### config.mk
export PLATFORM = sky130hd
export DESIGN_NAME = sorted_expiry_timer_queue
export DESIGN_NICKNAME = d
export VERILOG_FILES = /design/src/rtl/core/setq_pkg.sv /design/src/rtl/core/setq_ram.sv /design/src/rtl/core/sorted_expiry_timer_queue.sv
export SDC_FILE = /design/constraint.sdc
export NUM_CORES = 2
export LEC_CHECK = 0
export BUFFER_PORTS_ARGS = -buffer_cell sky130_fd_sc_hd__buf_2
export CORE_UTILIZATION = 55
export DETAILED_ROUTE_END_ITERATION = 6
export HOLD_SLACK_MARGIN = 0.02
export PLACE_DENSITY = 0.75
export SLEW_MARGIN = 10
export SYNTH_ARGS = -nofsm -noshare
export SYNTH_HDL_FRONTEND = slang
export SYNTH_SLANG_ARGS = --single-unit
### constraint.sdc
create_clock -name clock -period 8 [get_ports clock]
set_input_delay 1.6 -clock clock [delete_from_list [all_inputs] [get_ports clock]]
set_output_delay 1.6 -clock clock [all_outputs]
set_load 0.02 [all_outputs]
### src/rtl/core/setq_pkg.sv
`timescale 1ns / 1ps
`default_nettype none
// ----------------------------------------------------------------------------
// setq_pkg
// Types and constants shared by the sorted expiry timer queue.
// ----------------------------------------------------------------------------
package setq_pkg;

   localparam int ID_W     = 16;
   localparam int TIME_W   = 32;
   localparam int ACTION_W = 2;
   localparam int STATUS_W = 3;

   // most expired timers drained by one tick
   localparam int RESULT_LIMIT = 32;

   typedef enum logic [ACTION_W-1:0] {
      ACT_ADD    = 2'd0,
      ACT_ADJUST = 2'd1,
      ACT_DELETE = 2'd2,
      ACT_TICK   = 2'd3
   } action_type;

   typedef enum logic [STATUS_W-1:0] {
      ST_OK        = 3'd0,
      ST_FULL      = 3'd1,
      ST_NOT_FOUND = 3'd2,
      ST_DUPLICATE = 3'd3,
      ST_NOTHING   = 3'd4
   } status_type;

   typedef enum logic [3:0] {
      S_IDLE,
      S_FIND,
      S_REMOVE,
      S_INSERT,
      S_TICK_COUNT,
      S_TICK_EMIT_RD,
      S_TICK_EMIT_WAIT,
      S_TICK_SHIFT,
      S_REPLY
   } state_type;

   typedef struct packed {
      logic [ID_W-1:0]   owner;
      logic [TIME_W-1:0] expiry;
   } entry_type;

endpackage : setq_pkg
`default_nettype wire

### src/rtl/core/setq_ram.sv
`timescale 1ns / 1ps
`default_nettype none
// ----------------------------------------------------------------------------
// setq_ram
// Generic simple dual-port RAM: one write port, one read port with a
// registered read.
// ----------------------------------------------------------------------------
module setq_ram #(
   parameter int WIDTH = 8,
   parameter int DEPTH = 32
) (
   input  wire logic                     clock,
   input  wire logic                     wr_en,
   input  wire logic [$clog2(DEPTH)-1:0] wr_addr,
   input  wire logic [WIDTH-1:0]         wr_data,
   input  wire logic                     rd_en,
   input  wire logic [$clog2(DEPTH)-1:0] rd_addr,
   output logic      [WIDTH-1:0]         rd_data
);

   logic [WIDTH-1:0] mem [DEPTH];

   always_ff @(posedge clock) begin
      if (wr_en) begin
         mem[wr_addr] <= wr_data;
      end
      if (rd_en) begin
         rd_data <= mem[rd_addr];
      end
   end

endmodule : setq_ram
`default_nettype wire

### src/rtl/core/sorted_expiry_timer_queue.sv
`timescale 1ns / 1ps
`default_nettype none
// ----------------------------------------------------------------------------
// sorted_expiry_timer_queue
// Table of connection timers kept sorted by expiry time in one RAM.
// ----------------------------------------------------------------------------
// Usage:
//   req_* carries one command per transaction: add, adjust, delete or tick.
//   rsp_* returns the results. Add, adjust and delete give one result with a
//   status. A tick gives one result per expired timer in expiry order, the
//   final one marked by rsp_tlast, or one nothing-expired result.
//   Commands are handled one at a time; req_tready is high only while the
//   sequencer is idle. The result register lets the next command in while
//   the final result of the previous one still waits.
//   Steps per command, with C live entries and one RAM read per cycle in a pass:
//     add/adjust/delete: an id search over up to C entries, then, where the
//     table changes, a shift pass over up to C entries (adjust does a
//     removal and an insertion), then the reply is placed.
//     tick draining N timers: a pass to count them, a RAM read per result,
//     then a shift of the remaining C-N entries to close the gap.
//   The single read port of the table RAM sets this pacing.
//   Reset empties the table at once; the RAM needs no clearing pass.
//   A stalled rsp_tready holds the current result and pauses the sequencer
//   at its next result.
// ----------------------------------------------------------------------------
module sorted_expiry_timer_queue #(
   parameter int TABLE_DEPTH = 32
) (
   input  wire logic        clock,
   input  wire logic        reset,
   // req_tdata: conn_id[15:0], expire_time[47:16], now_time[79:48]
   // req_tuser: action[1:0]
   input  wire logic        req_tvalid,
   output logic             req_tready,
   input  wire logic [79:0] req_tdata,
   input  wire logic [1:0]  req_tuser,
   // rsp_tdata: owner_id[15:0]
   // rsp_tuser: expired[0], status[3:1]
   output logic             rsp_tvalid,
   input  wire logic        rsp_tready,
   output logic [15:0]      rsp_tdata,
   output logic [3:0]       rsp_tuser,
   output logic             rsp_tlast
);

   import setq_pkg::*;

   localparam int IW    = $clog2(TABLE_DEPTH);
   localparam int CW    = $clog2(TABLE_DEPTH + 1);
   localparam int BOUND = (TABLE_DEPTH < RESULT_LIMIT) ? TABLE_DEPTH : RESULT_LIMIT;
   localparam int EW    = $bits(entry_type);

   state_type         state_ff, state_in;
   action_type        action_ff, action_in;
   logic [ID_W-1:0]   id_ff, id_in;
   logic [TIME_W-1:0] time_ff, time_in;
   logic [TIME_W-1:0] now_ff, now_in;
   logic [CW-1:0]     count_ff, count_in;
   logic [CW-1:0]     ptr_ff, ptr_in;
   logic [CW-1:0]     didx_ff, didx_in;
   logic              dv_ff, dv_in;
   logic [CW-1:0]     n_ff, n_in;
   status_type        status_ff, status_in;

   logic              rsp_valid_ff, rsp_valid_in;
   logic [ID_W-1:0]   rsp_id_ff, rsp_id_in;
   logic              rsp_exp_ff, rsp_exp_in;
   status_type        rsp_status_ff, rsp_status_in;
   logic              rsp_last_ff, rsp_last_in;

   logic              wr_en;
   logic [IW-1:0]     wr_addr;
   entry_type         wr_data;
   logic              rd_en;
   logic [IW-1:0]     rd_addr;
   entry_type         rd_data;

   logic              req_fire;
   logic              slot_free;
   logic              more;
   logic              tick_more;
   logic              find_hit;
   logic              pass_end;
   logic              ins_place;
   logic              ins_stop;
   logic              tick_stop;
   logic              emit_last;
   logic              table_full;

   setq_ram #(
      .WIDTH(EW),
      .DEPTH(TABLE_DEPTH)
   ) u_table (
      .clock  (clock),
      .wr_en  (wr_en),
      .wr_addr(wr_addr),
      .wr_data(wr_data),
      .rd_en  (rd_en),
      .rd_addr(rd_addr),
      .rd_data(rd_data)
   );

   assign req_tready = (state_ff == S_IDLE);
   assign req_fire   = req_tvalid && req_tready;
   assign slot_free  = !rsp_valid_ff || rsp_tready;

   assign more       = (ptr_ff < count_ff);
   assign tick_more  = more && (ptr_ff < CW'(BOUND));
   assign find_hit   = dv_ff && (rd_data.owner == id_ff);
   assign pass_end   = !more && !dv_ff;
   assign ins_place  = dv_ff && (rd_data.expiry <= time_ff);
   assign ins_stop   = ins_place || (!dv_ff && (ptr_ff == '0));
   assign tick_stop  = (dv_ff && (rd_data.expiry > now_ff)) || (!dv_ff && !tick_more);
   assign emit_last  = ((ptr_ff + CW'(1)) == n_ff);
   assign table_full = (count_ff == CW'(TABLE_DEPTH));

   // next state
   always_comb begin
      state_in = state_ff;
      unique case (state_ff)
         S_IDLE: begin
            if (req_fire) begin
               state_in = (action_type'(req_tuser) == ACT_TICK) ? S_TICK_COUNT : S_FIND;
            end
         end
         S_FIND: begin
            if (find_hit) begin
               state_in = (action_ff == ACT_ADD) ? S_REPLY : S_REMOVE;
            end else if (pass_end) begin
               if (action_ff == ACT_ADD) begin
                  state_in = table_full ? S_REPLY : S_INSERT;
               end else begin
                  state_in = S_REPLY;
               end
            end
         end
         S_REMOVE: begin
            if (pass_end) begin
               state_in = (action_ff == ACT_ADJUST) ? S_INSERT : S_REPLY;
            end
         end
         S_INSERT: begin
            if (ins_stop) begin
               state_in = S_REPLY;
            end
         end
         S_TICK_COUNT: begin
            if (tick_stop) begin
               state_in = (n_ff == '0) ? S_REPLY : S_TICK_EMIT_RD;
            end
         end
         S_TICK_EMIT_RD: begin
            state_in = S_TICK_EMIT_WAIT;
         end
         S_TICK_EMIT_WAIT: begin
            if (slot_free) begin
               state_in = emit_last ? S_TICK_SHIFT : S_TICK_EMIT_RD;
            end
         end
         S_TICK_SHIFT: begin
            if (pass_end) begin
               state_in = S_IDLE;
            end
         end
         S_REPLY: begin
            if (slot_free) begin
               state_in = S_IDLE;
            end
         end
         default: begin
            state_in = S_IDLE;
         end
      endcase
   end

   // datapath and memory control
   always_comb begin
      action_in     = action_ff;
      id_in         = id_ff;
      time_in       = time_ff;
      now_in        = now_ff;
      count_in      = count_ff;
      ptr_in        = ptr_ff;
      didx_in       = didx_ff;
      n_in          = n_ff;
      status_in     = status_ff;
      rsp_valid_in  = rsp_valid_ff && !rsp_tready;
      rsp_id_in     = rsp_id_ff;
      rsp_exp_in    = rsp_exp_ff;
      rsp_status_in = rsp_status_ff;
      rsp_last_in   = rsp_last_ff;
      wr_en         = 1'b0;
      wr_addr       = '0;
      wr_data       = rd_data;
      rd_en         = 1'b0;
      rd_addr       = IW'(ptr_ff);

      unique case (state_ff)
         S_IDLE: begin
            if (req_fire) begin
               action_in = action_type'(req_tuser);
               id_in     = req_tdata[15:0];
               time_in   = req_tdata[47:16];
               now_in    = req_tdata[79:48];
               ptr_in    = '0;
               n_in      = '0;
            end
         end
         S_FIND: begin
            if (more) begin
               rd_en   = 1'b1;
               didx_in = ptr_ff;
               ptr_in  = ptr_ff + CW'(1);
            end
            if (find_hit) begin
               if (action_ff == ACT_ADD) begin
                  status_in = ST_DUPLICATE;
               end else begin
                  ptr_in = didx_ff + CW'(1);
               end
            end else if (pass_end) begin
               if (action_ff == ACT_ADD) begin
                  status_in = table_full ? ST_FULL : ST_OK;
                  ptr_in    = count_ff;
               end else begin
                  status_in = ST_NOT_FOUND;
               end
            end
         end
         S_REMOVE: begin
            // pull each later entry down by one
            if (more) begin
               rd_en   = 1'b1;
               didx_in = ptr_ff;
               ptr_in  = ptr_ff + CW'(1);
            end
            if (dv_ff) begin
               wr_en   = 1'b1;
               wr_addr = IW'(didx_ff - CW'(1));
            end
            if (pass_end) begin
               count_in  = count_ff - CW'(1);
               ptr_in    = count_ff - CW'(1);
               status_in = ST_OK;
            end
         end
         S_INSERT: begin
            // walk down from the back, pushing later entries up by one
            rd_addr = IW'(ptr_ff - CW'(1));
            if (ptr_ff != '0) begin
               rd_en   = 1'b1;
               didx_in = ptr_ff - CW'(1);
               ptr_in  = ptr_ff - CW'(1);
            end
            if (dv_ff) begin
               wr_en   = 1'b1;
               wr_addr = IW'(didx_ff + CW'(1));
            end
            if (ins_stop) begin
               wr_en          = 1'b1;
               wr_addr        = ins_place ? IW'(didx_ff + CW'(1)) : '0;
               wr_data.owner  = id_ff;
               wr_data.expiry = time_ff;
               count_in       = count_ff + CW'(1);
               status_in      = ST_OK;
            end
         end
         S_TICK_COUNT: begin
            if (tick_more) begin
               rd_en   = 1'b1;
               didx_in = ptr_ff;
               ptr_in  = ptr_ff + CW'(1);
            end
            if (dv_ff && (rd_data.expiry <= now_ff)) begin
               n_in = didx_ff + CW'(1);
            end
            if (tick_stop) begin
               ptr_in    = '0;
               status_in = ST_NOTHING;
            end
         end
         S_TICK_EMIT_RD: begin
            rd_en = 1'b1;
         end
         S_TICK_EMIT_WAIT: begin
            if (slot_free) begin
               rsp_valid_in  = 1'b1;
               rsp_id_in     = rd_data.owner;
               rsp_exp_in    = 1'b1;
               rsp_status_in = ST_OK;
               rsp_last_in   = emit_last;
               ptr_in        = emit_last ? n_ff : (ptr_ff + CW'(1));
            end
         end
         S_TICK_SHIFT: begin
            // close the gap left by the drained entries
            if (more) begin
               rd_en   = 1'b1;
               didx_in = ptr_ff;
               ptr_in  = ptr_ff + CW'(1);
            end
            if (dv_ff) begin
               wr_en   = 1'b1;
               wr_addr = IW'(didx_ff - n_ff);
            end
            if (pass_end) begin
               count_in = count_ff - n_ff;
            end
         end
         S_REPLY: begin
            if (slot_free) begin
               rsp_valid_in  = 1'b1;
               rsp_id_in     = '0;
               rsp_exp_in    = 1'b0;
               rsp_status_in = status_ff;
               rsp_last_in   = 1'b1;
            end
         end
         default: begin
         end
      endcase
   end

   // drop read data that belongs to a pass already left
   assign dv_in = rd_en && (state_in == state_ff);

   always_ff @(posedge clock) begin
      if (reset) begin
         state_ff     <= S_IDLE;
         count_ff     <= '0;
         dv_ff        <= 1'b0;
         rsp_valid_ff <= 1'b0;
      end else begin
         state_ff     <= state_in;
         count_ff     <= count_in;
         dv_ff        <= dv_in;
         rsp_valid_ff <= rsp_valid_in;
      end
   end

   always_ff @(posedge clock) begin
      action_ff     <= action_in;
      id_ff         <= id_in;
      time_ff       <= time_in;
      now_ff        <= now_in;
      ptr_ff        <= ptr_in;
      didx_ff       <= didx_in;
      n_ff          <= n_in;
      status_ff     <= status_in;
      rsp_id_ff     <= rsp_id_in;
      rsp_exp_ff    <= rsp_exp_in;
      rsp_status_ff <= rsp_status_in;
      rsp_last_ff   <= rsp_last_in;
   end

   assign rsp_tvalid = rsp_valid_ff;
   assign rsp_tdata  = rsp_id_ff;
   assign rsp_tuser  = {rsp_status_ff, rsp_exp_ff};
   assign rsp_tlast  = rsp_last_ff;

   a_count_bound: assert property (@(posedge clock) disable iff (reset)
      count_ff <= CW'(TABLE_DEPTH))
      else $error("entry count above table depth");

   a_idle_no_write: assert property (@(posedge clock) disable iff (reset)
      state_ff == S_IDLE |-> !wr_en)
      else $error("table written while idle");

   a_accept_leaves_idle: assert property (@(posedge clock) disable iff (reset)
      req_fire |=> state_ff != S_IDLE)
      else $error("accepted command not started");

   a_expired_ok: assert property (@(posedge clock) disable iff (reset)
      rsp_valid_ff && rsp_exp_ff |-> rsp_status_ff == ST_OK)
      else $error("expired result with error status");

   a_count_change: assert property (@(posedge clock) disable iff (reset)
      (count_ff != $past(count_ff)) && !$past(reset) |->
         ($past(state_ff) == S_REMOVE || $past(state_ff) == S_INSERT ||
          $past(state_ff) == S_TICK_SHIFT))
      else $error("entry count changed outside an update pass");

endmodule : sorted_expiry_timer_queue
`default_nettype wire
==> results_dict.tcl <==
set metrics [dict create \
    die_y_um 356.8 \
    met2_length_um 80020 \
    die_area_um2 127300 \
    p_comb_share_pct 26.6 \
    power_density_nw_per_um2 338.7 \
    cts-htree-levels 4 \
    synth_area_per_cell_um2 21.75 \
    gp_congestion 0.8928 \
    setup_slack_ns 2.566 \
    wl_per_cell_um 32.42 \
    syn-cell-area_um2 69250 \
    wl_met1_um 65590 \
    drive_above_1_share_pct 29.05 \
    ys.flop_type "edfxtp_1" \
    track_usage_pct 26.90 \
    p_sw_share_pct 28.57 \
    arrival_ns 5.83 \
    hold_viol_final 0 \
    slew_headroom_pct 13.31 \
    fmax_mhz 184.0 \
    p_int_mw 18.72 \
    dr.pass1.iters 5 \
    overflow 0 \
    area_growth_syn_to_layout_pct 11.71 \
    setup_viol 0 \
    via_per_inst 6.594 \
    slew_viol_final 0 \
    crit_path_max_fanout 30 \
    grt_pass1_wl_um 242200 \
    clk_pin_slew_worst_paths_ns 0.06 \
    skew_ns 0.04381 \
    ir_drop_mv 0.2800 \
    max_cap_violations 0 \
    dp_hpwl_um 88710 \
    synthCells 3184 \
    routed_wl_um 167700 \
    cts-root-buf "clkbuf_16" \
    nets 3575 \
    cts_buffers 171 \
    seq_area_frac_synth_pct 74.41 \
    worstSetupStartpointType "flip-flop" \
    antenna_found_initial 2 \
    clkSinkCount 1720 \
    finalSetupTns_ns 0 \
    port-buffer-count 108 \
    start_util_pct 55.72 \
    yosysUniqueCellTypes 81 \
    insertion_delay_ns 0.80 \
    dpl_worst_slack_ns 2.734 \
    top_layer "met5" \
    num_vias 34110 \
    ys_warn_count 0 \
    clockPowerShare_pct 29.5 \
    p_switching_mw 7.487 \
    core_area_um2 124300 \
    ys_ff_latch 1720 \
    io_pins 109 \
    hold_buffers 0 \
    outcome "completed" \
    whs_path_depth 1 \
    die_x_um 356.8 \
    min_period_ns 5.434 \
    end_kind "flip-flop" \
    grt_pass1_vias 34241 \
    rr_worst_depth 9 \
    rsz0062_at_grt "false" \
    holdCritPathClass "reg2reg" \
    tightest_slew_ns 1.298 \
    num_rows 129 \
    synthesis.nets 3357 \
    finalCritPeriodShare_pct 67.92 \
    critPathKind "reg2reg" \
    postRouteAntennaNets 0 \
    post_cts_buffers 0 \
    clockBufferDepth 3 \
    cts_tree "yes" \
    cts_resized 0 \
    cp.required_ns 8.40 \
    drt_iter0_markers 5109 \
    leakagePower_nw 24.84 \
    p_total_mw 26.20 \
    async_flop_share_pct 0 \
    fillers 8214 \
    seq_power_share_pct 43.9 \
    drc 0 \
    synth_edf_count 1708 \
    grt_max_degree 139 \
    met3_length_um 17550 \
]
-- stage by stage --
stage	instances	utilization [%]	instance area (um2)	hold WS (ns)
5_1_grt	5172	62.25	77360	0.5495
3_5_place_dp	4866	57.95	72020	0.5076
3_3_place_gp	4866	57.95	72020	0.5057
2_1_floorplan	3184	-	69250	0.4967
4_1_cts	5172	62.25	77360	0.5268
6_report	5173	62.25	77360	0.5271
-- cells in the final DEF (no fill, tap or decap), drive strengths merged, types with 5 or more instances in the layout --
| cell | count |
|---|---|
| nor3b | 10 |
| mux2i | 7 |
| o22ai | 7 |
| nand2 | 63 |
| ha | 85 |
| edfxtp | 1708 |
| a21o | 11 |
| nand2b | 9 |
| inv | 99 |
| nor4 | 7 |
| nand4 | 20 |
| or3 | 7 |
| a21oi | 61 |
| and2 | 24 |
| a211oi | 10 |
| or4 | 5 |
| xor2 | 20 |
| clkbuf | 214 |
| o21ai | 30 |
| buf | 198 |
| nor2b | 7 |
| or2 | 5 |
| clkinv | 68 |
| nor3 | 42 |
| dfxtp | 12 |
| mux4 | 480 |
| bufinv | 12 |
| nand3 | 16 |
| o21a | 8 |
| nor2 | 69 |
| mux2 | 97 |
| xnor2 | 34 |
| clkinvlp | 6 |
| a221oi | 5 |
| a31oi | 6 |
| o211ai | 12 |
-- area by class of cell --
type	count	area [um2]	share of cell area, %
multi-input cells	1218	16780	21.69
flip-flops and latches	1720	51530	66.61
well taps	1637	2048	2.647
diodes	1	2.502	0.003235
inverters	93	352.8	0.4561
repair buffers	198	1316	1.701
clock buffers	214	4568	5.905
clock inverters	92	769.5	0.9946
-- metal layers --
metal,global-route usage [%],vias to the layer above
met2,41.76,2094
met1,38.75,17931
met5,0,-
li1,-,13799
met3,5.837,284
met4,8.299,2
-- cell families after synthesis --
family	Yosys count	synth area share [%]
xor+xnor	56	0.7498
buf+inv	246	1.792
simple gates	294	2.150
compound gates	196	1.895
fa+ha+maj	88	1.608
mux	584	17.40
flops	1720	74.41
-- critical path, stage by stage (launching register included) --
cell and delay [ns]:
dfxtp_1 0.70, nand4bb_1 0.82, clkinv_2 0.53, a221oi_1 0.40, a21oi_1 0.11, o31ai_4 0.24, buf_4 0.36, nand3_1 0.38
nor2_4 0.77, buf_4 0.65
-- sequential cells by signal, summed over array words and instances (netlist names), 2 cells and up --
| signal | cells |
|---|---|
| now_ff | 32 |
| u_table.mem | 1536 |
| rsp_status_ff | 3 |
| state_ff | 4 |
| u_table.rd_data | 48 |
| status_ff | 3 |
| didx_ff | 6 |
| rsp_tdata | 16 |
| time_ff | 32 |
| id_ff | 16 |
| count_ff | 6 |
| ptr_ff | 6 |
| n_ff | 6 |
| action_ff | 2 |
-- power groups by stage --
stage | Clock (mW) | Combinational (mW) | Sequential [mW]
finish | 7.73 | 6.98 | 11.5
global placement | 0 | 6.79 | 11.7
CTS | 7.83 | 7.01 | 11.5
floorplan | 0 | 5.27 | 11.4
detailed placement | 0 | 6.91 | 11.7
global route | 8.16 | 7.46 | 11.5
-- worst paths after layout --
check,from,to,slack (ns)
hold reg to reg,status_ff[0]$_DFFE_PP_,rsp_status_ff[0]$_SDFFCE_PN0P_,0.53
setup reg to reg,state_ff[3]$_SDFF_PP0_,u_table.mem[0][43]$_DFFE_PP_,2.57
hold / removal,status_ff[0]$_DFFE_PP_,rsp_status_ff[0]$_SDFFCE_PN0P_,0.53
setup / recovery,state_ff[3]$_SDFF_PP0_,u_table.mem[0][43]$_DFFE_PP_,2.57
-- Yosys cell counts, types with 5 or more instances --
| library cell | number | area (um2) |
|---|---|---|
| edfxtp_1 | 1708 | 51290 |
| mux4_2 | 460 | 10360 |
| inv_1 | 92 | 345.3 |
| mux2_2 | 89 | 1002 |
| ha_1 | 85 | 1064 |
| clkbuf_1 | 71 | 266.5 |
| nor2_1 | 69 | 259.0 |
| nand2_1 | 62 | 232.7 |
| a21oi_1 | 61 | 305.3 |
| nor3_1 | 42 | 210.2 |
| xnor2_1 | 34 | 297.8 |
| buf_2 | 31 | 155.2 |
| buf_6 | 29 | 326.6 |
| o21ai_0 | 28 | 140.1 |
| and2_1 | 23 | 143.9 |
| mux4_1 | 20 | 525.5 |
| nand4_1 | 20 | 125.1 |
| xor2_1 | 20 | 175.2 |
| buf_4 | 16 | 120.1 |
| nand3_1 | 16 | 80.08 |
| dfxtp_1 | 12 | 240.2 |
| o211ai_1 | 12 | 90.09 |
| a21o_1 | 11 | 82.58 |
| nor3b_1 | 10 | 75.07 |
| nand2b_1 | 9 | 56.30 |
| a211oi_1 | 8 | 60.06 |
| mux2_1 | 8 | 90.09 |
| o21a_1 | 8 | 60.06 |
| mux2i_1 | 7 | 70.07 |
| nor2b_1 | 7 | 43.79 |
| o22ai_1 | 7 | 43.79 |
| or3_1 | 7 | 43.79 |
| a31oi_1 | 6 | 37.54 |
| buf_1 | 6 | 22.52 |
| a221oi_1 | 5 | 43.79 |
| nor4_1 | 5 | 31.28 |
| or4_1 | 5 | 37.54 |
(Power assumes the default switching activity.)
